[config.mk]
export PLATFORM = sky130hd
export DESIGN_NAME = ascii_decimal_to_fixed
export DESIGN_NICKNAME = d
export VERILOG_FILES = /design/src/hdl/adtf_pkg.sv /design/src/hdl/adtf_front.sv /design/src/hdl/adtf_queue.sv /design/src/hdl/adtf_back.sv /design/src/hdl/ascii_decimal_to_fixed.sv
export VERILOG_INCLUDE_DIRS = /design/src /design/src/hdl
export SDC_FILE = /design/constraint.sdc
export NUM_CORES = 2
export LEC_CHECK = 0
export BUFFER_PORTS_ARGS = -buffer_cell sky130_fd_sc_hd__clkbuf_2
export CORE_ASPECT_RATIO = 1.75
export CORE_MARGIN = 3
export CORE_UTILIZATION = 60
export CTS_BUF_LIST = sky130_fd_sc_hd__clkbuf_8
export DETAILED_ROUTE_END_ITERATION = 7
export PLACE_DENSITY = 0.77
export SYNTH_ARGS = -nofsm -noshare
export SYNTH_HDL_FRONTEND = slang
export SYNTH_SLANG_ARGS = --single-unit
[constraint.sdc]
create_clock -name clock -period 19.1 [get_ports clock]
set_input_delay 1.91 -clock clock [delete_from_list [all_inputs] [get_ports clock]]
set_output_delay 1.91 -clock clock [all_outputs]
set_load 0.02 [all_outputs]
[src/hdl/ascii_decimal_to_fixed_macros.svh]
// ---------------------------------------------------------------------------
// ascii_decimal_to_fixed_macros
// Assertion helpers shared by the converter modules; clocked on clock,
// disabled while reset is high.
// ---------------------------------------------------------------------------
`ifndef ASCII_DECIMAL_TO_FIXED_MACROS_SVH
`define ASCII_DECIMAL_TO_FIXED_MACROS_SVH

// Property holds at every edge outside reset.
`define ADTF_ASSERT_HOLDS(label, prop, msg) \
   label: assert property (@(posedge clock) disable iff (reset) prop) \
      else $error(msg);

// Consequent holds in the cycle after the antecedent.
`define ADTF_ASSERT_NEXT(label, ante, cons, msg) \
   label: assert property (@(posedge clock) disable iff (reset) (ante) |=> (cons)) \
      else $error(msg);

`endif

[src/hdl/adtf_pkg.sv]
// ---------------------------------------------------------------------------
// adtf_pkg
// Shared constants, the parsed-string record and the power-of-ten table.
// ---------------------------------------------------------------------------
package adtf_pkg;

   // default configuration
   localparam int FRAC_BITS_DEF   = 24;
   localparam int FRAC_DIGITS_DEF = 7;
   localparam int EXP_CAP_DEF     = 20;
   localparam int QUEUE_DEPTH_DEF = 2;

   // widths sized for the whole parameter range
   localparam int BASE_MAX_W = 60;   // integer part, FRAC_BITS >= 4
   localparam int FRAC_MAX_W = 30;   // up to nine kept fraction digits
   localparam int FCNT_W     = 4;
   localparam int EXP_W      = 5;

   // character codes
   localparam logic [7:0] CH_NUL   = 8'h00;
   localparam logic [7:0] CH_SP    = 8'h20;
   localparam logic [7:0] CH_PLUS  = 8'h2B;
   localparam logic [7:0] CH_MINUS = 8'h2D;
   localparam logic [7:0] CH_DOT   = 8'h2E;
   localparam logic [7:0] CH_0     = 8'h30;
   localparam logic [7:0] CH_9     = 8'h39;
   localparam logic [7:0] CH_UE    = 8'h45;
   localparam logic [7:0] CH_LE    = 8'h65;

   // parser phases
   localparam logic [2:0] PH_LEAD    = 3'd0;
   localparam logic [2:0] PH_INT     = 3'd1;
   localparam logic [2:0] PH_FRAC    = 3'd2;
   localparam logic [2:0] PH_EXP     = 3'd3;
   localparam logic [2:0] PH_EXP_DOT = 3'd4;
   localparam logic [2:0] PH_FROZEN  = 3'd5;

   // one parsed string, handed from parser to scaler
   typedef struct packed {
      logic                  neg;
      logic                  ovf;
      logic [BASE_MAX_W-1:0] base;
      logic [FRAC_MAX_W-1:0] frac;
      logic [FCNT_W-1:0]     fcnt;
      logic [EXP_W-1:0]      expo;
   } job_type;

   function automatic logic [FRAC_MAX_W-1:0] pow10(input logic [FCNT_W-1:0] n);
      logic [FRAC_MAX_W-1:0] p;
      unique case (n)
         4'd0:    p = 30'd1;
         4'd1:    p = 30'd10;
         4'd2:    p = 30'd100;
         4'd3:    p = 30'd1000;
         4'd4:    p = 30'd10000;
         4'd5:    p = 30'd100000;
         4'd6:    p = 30'd1000000;
         4'd7:    p = 30'd10000000;
         4'd8:    p = 30'd100000000;
         4'd9:    p = 30'd1000000000;
         default: p = 30'd1;
      endcase
      return p;
   endfunction

endpackage

[src/hdl/adtf_front.sv]
// ---------------------------------------------------------------------------
// adtf_front
// Parser: one char per cycle unless the queue is full; one record per string.
// ---------------------------------------------------------------------------
module adtf_front
   import adtf_pkg::*;
#(
   parameter int FRAC_BITS   = FRAC_BITS_DEF,
   parameter int FRAC_DIGITS = FRAC_DIGITS_DEF,
   parameter int EXP_CAP     = EXP_CAP_DEF
) (
   input  logic       clock,
   input  logic       reset,
   input  logic       req_push,
   output logic       req_full,
   input  logic [7:0] req_char_code,
   input  logic       req_last_char,
   input  logic       csr_write_en,
   input  logic       csr_write_data,
   output logic       job_push,
   output job_type    job_data,
   input  logic       job_full
);

   localparam int BASE_W = 64 - FRAC_BITS;
   localparam int FRAC_W = $clog2(10 ** FRAC_DIGITS);
   localparam logic [BASE_W-1:0] BASE_LIM = {1'b1, {(BASE_W-1){1'b0}}};

   logic              exp_en_ff;
   logic [2:0]        phase_ff, phase_in;
   logic              neg_ff, neg_in;
   logic              ovf_ff, ovf_in;
   logic [BASE_W-1:0] base_ff, base_in;
   logic [FRAC_W-1:0] frac_ff, frac_in;
   logic [FCNT_W-1:0] fcnt_ff, fcnt_in;
   logic [EXP_W-1:0]  expo_ff, expo_in;

   logic              accept, str_end, is_digit, is_exp, do_int;
   logic [3:0]        digit;
   logic [BASE_W+3:0] base_nv;
   logic [FRAC_W+3:0] frac_nv;
   logic [EXP_W+3:0]  expo_nv;

   assign req_full = job_full;
   assign accept   = req_push && !req_full;
   assign str_end  = (req_char_code == CH_NUL) || req_last_char;
   assign job_push = accept && str_end;
   assign is_digit = (req_char_code >= CH_0) && (req_char_code <= CH_9);
   assign digit    = req_char_code[3:0];
   assign is_exp   = exp_en_ff && ((req_char_code == CH_LE) || (req_char_code == CH_UE));

   assign base_nv = ({4'b0, base_ff} << 3) + ({4'b0, base_ff} << 1) + (BASE_W+4)'(digit);
   assign frac_nv = ({4'b0, frac_ff} << 3) + ({4'b0, frac_ff} << 1) + (FRAC_W+4)'(digit);
   assign expo_nv = ({4'b0, expo_ff} << 3) + ({4'b0, expo_ff} << 1) + (EXP_W+4)'(digit);

   always_comb begin
      phase_in = phase_ff;
      neg_in   = neg_ff;
      ovf_in   = ovf_ff;
      base_in  = base_ff;
      frac_in  = frac_ff;
      fcnt_in  = fcnt_ff;
      expo_in  = expo_ff;
      do_int   = 1'b0;

      if (accept && (req_char_code != CH_NUL)) begin
         unique case (phase_ff)
            PH_LEAD: begin
               if (req_char_code != CH_SP) begin
                  phase_in = PH_INT;
                  if (req_char_code == CH_MINUS) begin
                     neg_in = 1'b1;
                  end else if (req_char_code != CH_PLUS) begin
                     do_int = 1'b1;
                  end
               end
            end
            PH_INT: begin
               do_int = 1'b1;
            end
            PH_FRAC: begin
               if (is_digit) begin
                  if (fcnt_ff < FCNT_W'(FRAC_DIGITS)) begin
                     frac_in = frac_nv[FRAC_W-1:0];
                     fcnt_in = fcnt_ff + 1'b1;
                  end
               end else if (is_exp) begin
                  phase_in = PH_EXP_DOT;
               end else begin
                  phase_in = PH_FROZEN;
               end
            end
            PH_EXP, PH_EXP_DOT: begin
               if (is_digit) begin
                  if (expo_nv > (EXP_W+4)'(EXP_CAP)) begin
                     expo_in = EXP_W'(EXP_CAP);
                  end else begin
                     expo_in = expo_nv[EXP_W-1:0];
                  end
               end else if (phase_ff == PH_EXP) begin
                  phase_in = PH_FROZEN;
               end
            end
            default: begin
            end
         endcase

         if (do_int) begin
            priority if (is_digit) begin
               if (!ovf_ff) begin
                  if (base_nv > (BASE_W+4)'(BASE_LIM)) begin
                     ovf_in = 1'b1;
                  end else begin
                     base_in = base_nv[BASE_W-1:0];
                  end
               end
            end else if (req_char_code == CH_DOT) begin
               phase_in = PH_FRAC;
            end else if (is_exp) begin
               phase_in = PH_EXP;
            end else begin
               phase_in = PH_FROZEN;
            end
         end
      end

      job_data.neg  = neg_in;
      job_data.ovf  = ovf_in;
      job_data.base = BASE_MAX_W'(base_in);
      job_data.frac = FRAC_MAX_W'(frac_in);
      job_data.fcnt = fcnt_in;
      job_data.expo = expo_in;

      if (job_push) begin
         phase_in = PH_LEAD;
         neg_in   = 1'b0;
         ovf_in   = 1'b0;
         base_in  = '0;
         frac_in  = '0;
         fcnt_in  = '0;
         expo_in  = '0;
      end
   end

   always_ff @(posedge clock) begin
      if (reset) begin
         exp_en_ff <= 1'b1;
         phase_ff  <= PH_LEAD;
         neg_ff    <= 1'b0;
         ovf_ff    <= 1'b0;
         base_ff   <= '0;
         frac_ff   <= '0;
         fcnt_ff   <= '0;
         expo_ff   <= '0;
      end else begin
         if (csr_write_en) begin
            exp_en_ff <= csr_write_data;
         end
         phase_ff <= phase_in;
         neg_ff   <= neg_in;
         ovf_ff   <= ovf_in;
         base_ff  <= base_in;
         frac_ff  <= frac_in;
         fcnt_ff  <= fcnt_in;
         expo_ff  <= expo_in;
      end
   end

endmodule

[src/hdl/adtf_queue.sv]
// ---------------------------------------------------------------------------
// adtf_queue
// Short register queue of parsed strings between parser and scaler.
// ---------------------------------------------------------------------------
`include "ascii_decimal_to_fixed_macros.svh"

module adtf_queue
   import adtf_pkg::*;
#(
   parameter int DEPTH = QUEUE_DEPTH_DEF
) (
   input  logic    clock,
   input  logic    reset,
   input  logic    push,
   input  job_type wr_data,
   output logic    full,
   input  logic    pop,
   output job_type rd_data,
   output logic    empty
);

   localparam int PTR_W = (DEPTH > 1) ? $clog2(DEPTH) : 1;
   localparam int CNT_W = $clog2(DEPTH + 1);

   job_type          mem_ff [DEPTH];
   logic [PTR_W-1:0] wr_ptr_ff, rd_ptr_ff;
   logic [CNT_W-1:0] count_ff;
   logic             do_push, do_pop;

   assign full    = (count_ff == CNT_W'(DEPTH));
   assign empty   = (count_ff == '0);
   assign do_push = push && !full;
   assign do_pop  = pop && !empty;
   assign rd_data = mem_ff[rd_ptr_ff];

   always_ff @(posedge clock) begin
      if (do_push) begin
         mem_ff[wr_ptr_ff] <= wr_data;
      end
   end

   always_ff @(posedge clock) begin
      if (reset) begin
         wr_ptr_ff <= '0;
         rd_ptr_ff <= '0;
         count_ff  <= '0;
      end else begin
         if (do_push) begin
            wr_ptr_ff <= (wr_ptr_ff == PTR_W'(DEPTH-1)) ? '0 : wr_ptr_ff + 1'b1;
         end
         if (do_pop) begin
            rd_ptr_ff <= (rd_ptr_ff == PTR_W'(DEPTH-1)) ? '0 : rd_ptr_ff + 1'b1;
         end
         unique case ({do_push, do_pop})
            2'b10:   count_ff <= count_ff + 1'b1;
            2'b01:   count_ff <= count_ff - 1'b1;
            default: count_ff <= count_ff;
         endcase
      end
   end

   `ADTF_ASSERT_NEXT(a_push_fills, do_push && !do_pop, !empty, "queue lost a word")
   `ADTF_ASSERT_NEXT(a_last_pop, do_pop && !do_push && count_ff == CNT_W'(1), empty, "queue count")
   `ADTF_ASSERT_HOLDS(a_count_range, count_ff <= CNT_W'(DEPTH), "queue count past depth")

endmodule

[src/hdl/adtf_back.sv]
// ---------------------------------------------------------------------------
// adtf_back
// Scaler: applies exponent and fraction to a parsed string, rounds,
// saturates and holds the result for the output side.
// ---------------------------------------------------------------------------
`include "ascii_decimal_to_fixed_macros.svh"

module adtf_back
   import adtf_pkg::*;
#(
   parameter int FRAC_BITS   = FRAC_BITS_DEF,
   parameter int FRAC_DIGITS = FRAC_DIGITS_DEF
) (
   input  logic               clock,
   input  logic               reset,
   input  logic               job_empty,
   output logic               job_pop,
   input  job_type            job_data,
   output logic               rsp_empty,
   input  logic               rsp_pop,
   output logic signed [63:0] rsp_value,
   output logic               rsp_saturated
);

   localparam int BASE_W = 64 - FRAC_BITS;
   localparam int FRAC_W = $clog2(10 ** FRAC_DIGITS);
   localparam int NUM_W  = FRAC_W + FRAC_BITS;
   localparam int DCNT_W = $clog2(NUM_W + 1);
   localparam int CNT_W  = (DCNT_W > EXP_W) ? DCNT_W : EXP_W;
   localparam logic [BASE_W-1:0] BASE_LIM = {1'b1, {(BASE_W-1){1'b0}}};
   localparam logic [63:0] LIM_NEG = {1'b1, {63{1'b0}}};
   localparam logic [63:0] LIM_POS = {1'b0, {63{1'b1}}};
   localparam logic [NUM_W-1:0] FU_MAX = NUM_W'(1) << FRAC_BITS;

   localparam logic [2:0] ST_IDLE   = 3'd0;
   localparam logic [2:0] ST_EXP    = 3'd1;
   localparam logic [2:0] ST_FSCALE = 3'd2;
   localparam logic [2:0] ST_DIV1   = 3'd3;
   localparam logic [2:0] ST_DIV2   = 3'd4;
   localparam logic [2:0] ST_DONE   = 3'd5;

   logic [2:0]         st_ff, st_in;
   logic               neg_ff, neg_in;
   logic               sat_ff, sat_in;
   logic [BASE_W-1:0]  ip_ff, ip_in;
   logic [BASE_W-1:0]  fi_ff, fi_in;
   logic [FRAC_W-1:0]  frac_ff, frac_in;
   logic [FCNT_W-1:0]  f_ff, f_in;
   logic [EXP_W-1:0]   e_ff, e_in;
   logic [CNT_W-1:0]   cnt_ff, cnt_in;
   logic [FRAC_W-1:0]  den_ff, den_in;
   logic [FRAC_W-1:0]  rem_ff, rem_in;
   logic [NUM_W-1:0]   num_ff, num_in;
   logic [NUM_W-1:0]   quo_ff, quo_in;
   logic [FRAC_BITS:0] fu_ff, fu_in;
   logic               rsp_valid_ff, rsp_valid_in;
   logic signed [63:0] value_ff, value_in;
   logic               sat_out_ff, sat_out_in;

   logic [BASE_W-1:0]  ib, job_ib;
   logic [BASE_W+3:0]  ip_x10, fi_x10;
   logic [BASE_W:0]    ip_plus_fi, ip_plus_q;
   logic [FRAC_W:0]    rem_sh;
   logic               div_ge;
   logic [63:0]        mag, lim, mag_f;
   logic               over, slot_free;
   logic               in_div, round_last, sat_word, at_limit;

   assign ib         = neg_ff ? BASE_LIM : BASE_LIM - 1'b1;
   assign job_ib     = job_data.neg ? BASE_LIM : BASE_LIM - 1'b1;
   assign ip_x10     = ({4'b0, ip_ff} << 3) + ({4'b0, ip_ff} << 1);
   assign fi_x10     = ({4'b0, fi_ff} << 3) + ({4'b0, fi_ff} << 1);
   assign ip_plus_fi = {1'b0, ip_ff} + {1'b0, fi_ff};
   assign ip_plus_q  = {1'b0, ip_ff} + (BASE_W+1)'(quo_ff[FRAC_W-1:0]);
   // one restoring-division step per cycle
   assign rem_sh     = {rem_ff, num_ff[NUM_W-1]};
   assign div_ge     = rem_sh >= {1'b0, den_ff};

   assign mag       = {ip_ff, {FRAC_BITS{1'b0}}} + 64'(fu_ff);
   assign lim       = neg_ff ? LIM_NEG : LIM_POS;
   assign over      = sat_ff || (mag > lim);
   assign mag_f     = over ? lim : mag;
   assign slot_free = !rsp_valid_ff || rsp_pop;

   always_comb begin
      st_in        = st_ff;
      neg_in       = neg_ff;
      sat_in       = sat_ff;
      ip_in        = ip_ff;
      fi_in        = fi_ff;
      frac_in      = frac_ff;
      f_in         = f_ff;
      e_in         = e_ff;
      cnt_in       = cnt_ff;
      den_in       = den_ff;
      rem_in       = rem_ff;
      num_in       = num_ff;
      quo_in       = quo_ff;
      fu_in        = fu_ff;
      job_pop      = 1'b0;
      rsp_valid_in = rsp_valid_ff && !rsp_pop;
      value_in     = value_ff;
      sat_out_in   = sat_out_ff;

      unique case (st_ff)
         ST_IDLE: begin
            if (!job_empty) begin
               job_pop = 1'b1;
               neg_in  = job_data.neg;
               ip_in   = job_data.base[BASE_W-1:0];
               frac_in = job_data.frac[FRAC_W-1:0];
               f_in    = job_data.fcnt;
               e_in    = job_data.expo;
               sat_in  = job_data.ovf || (job_data.base[BASE_W-1:0] > job_ib);
               cnt_in  = CNT_W'(job_data.expo);
               fu_in   = '0;
               st_in   = ST_EXP;
            end
         end
         ST_EXP: begin
            if ((cnt_ff == '0) || sat_ff) begin
               priority if (sat_ff) begin
                  st_in = ST_DONE;
               end else if (e_ff >= EXP_W'(f_ff)) begin
                  fi_in  = BASE_W'(frac_ff);
                  cnt_in = CNT_W'(e_ff - EXP_W'(f_ff));
                  st_in  = ST_FSCALE;
               end else begin
                  den_in = FRAC_W'(pow10(f_ff - FCNT_W'(e_ff)));
                  num_in = {frac_ff, {FRAC_BITS{1'b0}}};
                  rem_in = '0;
                  quo_in = '0;
                  cnt_in = CNT_W'(FRAC_W);
                  st_in  = ST_DIV1;
               end
            end else begin
               if (ip_x10 > (BASE_W+4)'(ib)) begin
                  sat_in = 1'b1;
               end
               ip_in  = ip_x10[BASE_W-1:0];
               cnt_in = cnt_ff - 1'b1;
            end
         end
         ST_FSCALE: begin
            if ((cnt_ff == '0) || sat_ff) begin
               if (!sat_ff) begin
                  if (ip_plus_fi > (BASE_W+1)'(ib)) begin
                     sat_in = 1'b1;
                  end
                  ip_in = ip_plus_fi[BASE_W-1:0];
               end
               st_in = ST_DONE;
            end else begin
               if (fi_x10 > (BASE_W+4)'(ib)) begin
                  sat_in = 1'b1;
               end
               fi_in  = fi_x10[BASE_W-1:0];
               cnt_in = cnt_ff - 1'b1;
            end
         end
         ST_DIV1, ST_DIV2: begin
            if (cnt_ff == '0) begin
               if (st_ff == ST_DIV1) begin
                  // integer share of the fraction, then round the remainder
                  if (ip_plus_q > (BASE_W+1)'(ib)) begin
                     sat_in = 1'b1;
                     st_in  = ST_DONE;
                  end else begin
                     st_in = ST_DIV2;
                  end
                  ip_in  = ip_plus_q[BASE_W-1:0];
                  num_in = {rem_ff, {FRAC_BITS{1'b0}}} + NUM_W'(den_ff >> 1);
                  rem_in = '0;
                  quo_in = '0;
                  cnt_in = CNT_W'(NUM_W);
               end else begin
                  fu_in = quo_ff[FRAC_BITS:0];
                  st_in = ST_DONE;
               end
            end else begin
               rem_in = div_ge ? FRAC_W'(rem_sh - {1'b0, den_ff}) : rem_sh[FRAC_W-1:0];
               quo_in = {quo_ff[NUM_W-2:0], div_ge};
               num_in = num_ff << 1;
               cnt_in = cnt_ff - 1'b1;
            end
         end
         ST_DONE: begin
            if (slot_free) begin
               rsp_valid_in = 1'b1;
               value_in     = neg_ff ? -mag_f : mag_f;
               sat_out_in   = over;
               st_in        = ST_IDLE;
            end
         end
         default: begin
            st_in = ST_IDLE;
         end
      endcase
   end

   always_ff @(posedge clock) begin
      neg_ff     <= neg_in;
      sat_ff     <= sat_in;
      ip_ff      <= ip_in;
      fi_ff      <= fi_in;
      frac_ff    <= frac_in;
      f_ff       <= f_in;
      e_ff       <= e_in;
      cnt_ff     <= cnt_in;
      den_ff     <= den_in;
      rem_ff     <= rem_in;
      num_ff     <= num_in;
      quo_ff     <= quo_in;
      fu_ff      <= fu_in;
      value_ff   <= value_in;
      sat_out_ff <= sat_out_in;
   end

   always_ff @(posedge clock) begin
      if (reset) begin
         st_ff        <= ST_IDLE;
         rsp_valid_ff <= 1'b0;
      end else begin
         st_ff        <= st_in;
         rsp_valid_ff <= rsp_valid_in;
      end
   end

   assign rsp_empty     = !rsp_valid_ff;
   assign rsp_value     = value_ff;
   assign rsp_saturated = sat_out_ff;

   assign in_div     = (st_ff == ST_DIV1) || (st_ff == ST_DIV2);
   assign round_last = (st_ff == ST_DIV2) && (cnt_ff == '0);
   assign sat_word   = !rsp_empty && rsp_saturated;
   assign at_limit   = (rsp_value == LIM_POS) || (rsp_value == LIM_NEG);

   `ADTF_ASSERT_HOLDS(a_rem_below_den, in_div |-> rem_ff < den_ff, "remainder out of range")
   `ADTF_ASSERT_HOLDS(a_round_range, round_last |-> quo_ff <= FU_MAX, "rounded fraction too big")
   `ADTF_ASSERT_HOLDS(a_sat_clamps, sat_word |-> at_limit, "saturated word not clamped")

endmodule

[src/hdl/ascii_decimal_to_fixed.sv]
// ---------------------------------------------------------------------------
// ascii_decimal_to_fixed: decimal text to signed fixed point
// Input: one character per cycle; the parser never stalls unless the string queue is full.
// Scaler: multiply-by-ten loops for the exponent and, when e < f (f = kept fraction digits),
//   a bit-serial divider for the fraction; one string in the scaler at a time.
// Reset: synchronous, clears parser, queue and scaler; exponent_enable returns to 1.
// ---------------------------------------------------------------------------
module ascii_decimal_to_fixed
   import adtf_pkg::*;
#(
   parameter int FRAC_BITS   = FRAC_BITS_DEF,
   parameter int FRAC_DIGITS = FRAC_DIGITS_DEF,
   parameter int EXP_CAP     = EXP_CAP_DEF,
   parameter int QUEUE_DEPTH = QUEUE_DEPTH_DEF
) (
   input  logic               clock,
   input  logic               reset,
   input  logic               req_push,
   output logic               req_full,
   input  logic [7:0]         req_char_code,
   input  logic               req_last_char,
   output logic               rsp_empty,
   input  logic               rsp_pop,
   output logic signed [63:0] rsp_value,
   output logic               rsp_saturated,
   input  logic               csr_write_en,
   input  logic               csr_write_data
);

   logic    job_push, job_full, job_pop, job_empty;
   job_type job_wr, job_rd;

   adtf_front #(
      .FRAC_BITS   (FRAC_BITS),
      .FRAC_DIGITS (FRAC_DIGITS),
      .EXP_CAP     (EXP_CAP)
   ) u_front (
      .clock          (clock),
      .reset          (reset),
      .req_push       (req_push),
      .req_full       (req_full),
      .req_char_code  (req_char_code),
      .req_last_char  (req_last_char),
      .csr_write_en   (csr_write_en),
      .csr_write_data (csr_write_data),
      .job_push       (job_push),
      .job_data       (job_wr),
      .job_full       (job_full)
   );

   adtf_queue #(
      .DEPTH (QUEUE_DEPTH)
   ) u_queue (
      .clock   (clock),
      .reset   (reset),
      .push    (job_push),
      .wr_data (job_wr),
      .full    (job_full),
      .pop     (job_pop),
      .rd_data (job_rd),
      .empty   (job_empty)
   );

   adtf_back #(
      .FRAC_BITS   (FRAC_BITS),
      .FRAC_DIGITS (FRAC_DIGITS)
   ) u_back (
      .clock         (clock),
      .reset         (reset),
      .job_empty     (job_empty),
      .job_pop       (job_pop),
      .job_data      (job_rd),
      .rsp_empty     (rsp_empty),
      .rsp_pop       (rsp_pop),
      .rsp_value     (rsp_value),
      .rsp_saturated (rsp_saturated)
   );

endmodule

==> results.py <==
metrics = {
    "outcome": {
        "outcome": "finished, final reports clean",
    },
    "timing": {
        "rsz0062_at_grt": "false",
        "setup_tns_ns": 0,
        "hold_viol": 0,
        "setup_viol": 0,
        "maxSlewHeadroom_pct": 26.8,
        "tightest_slew_ns": 1.10,
        "fmax_mhz": 111,
        "post-route-period-util_pct": 47.1,
        "skew_ns": 0.0339,
        "maxSlewViolCount": 0,
        "min_period_ns": 9.00,
        "finalWorstSetupSlack_ns": 10.10,
    },
    "placement": {
        "dp_hpwl_um": 111000,
        "pre_cts_ws_ns": 10.28,
        "io_buffer_count": 81,
        "place_congestion": 1.06,
    },
    "yosys": {
        "synth-main-ff-cell": "edfxtp_1",
        "syn-cell-area_um2": 46200,
        "synth_top_family_by_area": "compound AO/OA/AOI/OAI gates",
        "synth_warnings": 0,
        "ys_seq_area_share_pct": 35.0,
        "yosysUniqueCellTypes": 100,
        "ys_ff_latch": 568,
        "synthSimpleGateAreaFrac_pct": 17.2,
        "synth-compound-area-share_pct": 19.4,
        "synthArstFlopShare_pct": 0,
        "synthesis.nets": 5528,
        "muxShareOfSynthArea_pct": 4.54,
        "synth.avg_cell_area_um2": 9.38,
        "synth_xor_area_share_pct": 4.70,
        "synth-edff-count": 480,
        "synth-adder-area-share_pct": 16.1,
        "syn_inst": 4927,
    },
    "clocking": {
        "cts.path.max_buffers": 3,
        "cts_sinks": 568,
        "clock-root-buffer": "clkbuf_8",
        "cts_resized": 0,
        "cts_made_buffers": 84,
        "cts_tree": "done",
        "ctsHoldBuffers": 0,
        "htreeDepth": 3,
        "cts_setup_buffers": 0,
        "clk_latency_ns": 0.77,
        "cts.clk_slew.worst_paths_ns": 0.07,
    },
    "pwr": {
        "power_frac_seq_pct": 23.6,
        "p_sw_share_pct": 49.2,
        "intPower_mw": 4.37,
        "p_sw_mw": 4.24,
        "p_comb_share_pct": 63.6,
        "peakVddDrop_v": 0.0000788,
        "clkPwrFrac_pct": 12.9,
        "p_total_mw": 8.60,
        "powerDensity_nw_per_um2": 174,
        "power.leakage_nw": 21.0,
    },
    "floorplan": {
        "ios": 82,
        "die_area_um2": 80500,
        "core_um2": 76300,
        "rows": 134,
        "die_h_um": 373,
        "floorplan.initialDensity_pct": 60.6,
        "die_width_um": 216,
    },
    "drt": {
        "wl_um": 143000,
        "drc_errors": 0,
        "vias_per_cell": 6.57,
        "wire_per_inst_um": 23.6,
        "vias": 39800,
        "drt_iter0_markers": 3172,
        "dr.pass1.iters": 6,
        "drtAntennaViolNets": 0,
    },
    "worst_setup_path": {
        "worstRegToRegCells": 31,
        "r2r_setup_slack_ns": 10.10,
        "crit_type": "flip-flop to flip-flop",
        "r2r-end": "u_back.rsp_value[60]",
        "required_ns": 19.58,
        "worst_setup_path_end_kind": "flip-flop",
        "startpoint_type": "flip-flop",
        "crit_start": "u_back.ip_ff[0]",
        "crit_path_max_incr_delay_ns": 0.68,
        "reg2reg_from": "u_back.ip_ff[0]",
        "crit_arrival_ns": 9.47,
        "slowest_stage": "or4_1",
        "crit_end": "u_back.rsp_value[60]",
        "cp_max_fo": 33,
    },
    "global_routing": {
        "grt_pass1_wl_um": 218000,
        "track_usage_pct": 34.8,
        "antenna_found_initial": 2,
        "gr-total-overflow": 0,
        "grt_max_degree": 154,
        "grt_pass1_vias": 39100,
    },
    "final_layout": {
        "nets": 5566,
        "syn_to_final_growth_pct": 7.31,
        "drive_gt1_share_pct": 8.90,
        "seq_area_um2": 16200,
        "num-fill-cells": 6319,
        "multi_input_area_um2": 28700,
    },
    "worst_hold_path": {
        "hp-class": "flip-flop to flip-flop",
        "min_path_cells": 2,
    },
    "job": {
        "cap_viol_max_count": 0,
    },
}
[Yosys cell counts (11+ instances only)]
library cell / count / area [um^2]
a2111oi_0: 13 / 114
a211o_1: 17 / 149
a211oi_1: 53 / 398
a21boi_0: 12 / 90.1
a21o_1: 192 / 1440
a21oi_1: 396 / 1980
a221oi_1: 13 / 114
a2bb2oi_1: 11 / 96.3
a31o_2: 14 / 123
a31oi_1: 81 / 507
and2_1: 65 / 407
and3_1: 58 / 363
and4_1: 19 / 166
buf_1: 26 / 97.6
clkbuf_1: 153 / 574
dfxtp_1: 88 / 1760
edfxtp_1: 480 / 14400
fa_1: 13 / 260
ha_1: 573 / 7170
inv_1: 182 / 683
mux2_1: 17 / 191
mux2_2: 88 / 991
mux2i_1: 63 / 631
mux4_2: 12 / 270
nand2_1: 438 / 1640
nand2b_1: 44 / 275
nand3_1: 91 / 455
nand4_1: 116 / 726
nor2_1: 376 / 1410
nor2b_1: 131 / 820
nor3_1: 97 / 485
nor4_1: 35 / 219
o2111ai_1: 11 / 96.3
o211ai_1: 42 / 315
o21a_1: 61 / 458
o21ai_0: 231 / 1160
o21bai_1: 42 / 315
o22ai_1: 29 / 181
o31ai_1: 18 / 135
or2_2: 22 / 138
or3_1: 49 / 307
or4_1: 17 / 128
xnor2_1: 163 / 1430
xor2_1: 85 / 744
[worst max-delay path, delay by kind of cell, from the launching register on]
family	cells	cell delay (ns)
AND/OR/NAND/NOR	18	4.52
XOR/XNOR	1	0.55
AO/OA/AOI/OAI	4	0.87
flip-flops	1	0.48
buffers and inverters	4	1.06
adder cells (fa/ha/maj)	4	1.19
[cells by family after synthesis]
kind of cell             after synthesis
AND/OR/NAND/NOR                     1601
AO/OA/AOI/OAI                       1373
adder cells (fa/ha/maj)              587
flip-flops                           568
buffers and inverters                369
XOR/XNOR                             248
multiplexers                         181
[through the flow]
stage | instances | hold WS, ns | cell area [um^2] | util (%)
floorplan | 4927 | 0.471 | 46200 | -
global placement | 5899 | 0.485 | 47700 | 62.5
detailed placement | 5899 | 0.514 | 47700 | 62.5
CTS | 6055 | 0.525 | 49600 | 65.0
global route | 6056 | 0.556 | 49600 | 65.0
finish | 6056 | 0.525 | 49600 | 65.0
[worst min path at each step]
stage	startpoint	to	slack, ns
after floorplan	u_front.fcnt_ff[1]	u_front.fcnt_ff[1]	0.47
after global placement	u_front.fcnt_ff[1]	u_front.fcnt_ff[1]	0.48
after detailed placement	u_queue.rd_ptr_ff	u_queue.rd_ptr_ff	0.51
after CTS	u_front.frac_ff[1]	u_front.frac_ff[1]	0.52
after global routing	u_queue.mem_ff[0][17]	u_back.frac_ff[8]	0.56
final	u_front.frac_ff[1]	u_front.frac_ff[1]	0.52
[layer usage]
layer / GRT usage (%) / share of wire [%] / vias up
met4: 30.4 / 10 / 0
li1: - / - / 18700
met2: 61.4 / 50 / 1538
met3: 4.94 / 5.3 / 562
met1: 35.7 / 35 / 19000
met5: 0 / 0 / -
[placed cells by master, fill, tap and decap left out, types with 116 or more instances in the layout]
cell,Yosys,layout
ha_1,573,573
edfxtp_1,480,480
nand2_1,438,436
a21oi_1,396,396
nor2_1,376,369
o21ai_0,231,230
inv_1,182,201
a21o_1,192,192
xnor2_1,163,163
nor2b_1,131,131
nand4_1,116,116
[cell type report]
cell class                 instances  area share [%]
sequential                       568            32.6
timing repair buffer             138            1.71
clock buffer                      94            2.61
antenna                            1         0.00505
multi-input combinational       3990            57.9
tap                             1020            2.57
inverter                         183            1.39
clock inverter                    62            1.13
[power by group through the flow]
stage	combinational (mW)	sequential [mW]	clock (mW)
after global placement	5.21	2.03	0
after floorplan	3.78	1.96	0
final	5.47	2.03	1.11
after detailed placement	5.29	2.04	0
after CTS	5.33	2.02	1.12
after global routing	5.97	2.04	1.17
[state kept, by name, summed over array words and instances (netlist names), 2 cells and up, named ones only]
| signal | count |
|---|---|
| u_back.num_ff | 48 |
| u_front.phase_ff | 3 |
| u_back.e_ff | 5 |
| u_back.cnt_ff | 6 |
| u_back.st_ff | 3 |
| u_back.ip_ff | 40 |
| u_back.rsp_value | 64 |
| u_back.quo_ff | 25 |
| u_front.frac_ff | 24 |
| u_queue.count_ff | 2 |
| u_back.rem_ff | 24 |
| u_back.f_ff | 4 |
| u_front.base_ff | 40 |
| u_back.fu_ff | 25 |
| u_back.den_ff | 22 |
| u_back.frac_ff | 24 |
| u_queue.mem_ff | 150 |
| u_front.expo_ff | 5 |
| u_front.fcnt_ff | 4 |
| u_back.fi_ff | 40 |
Power figures use the tool's default switching activity.
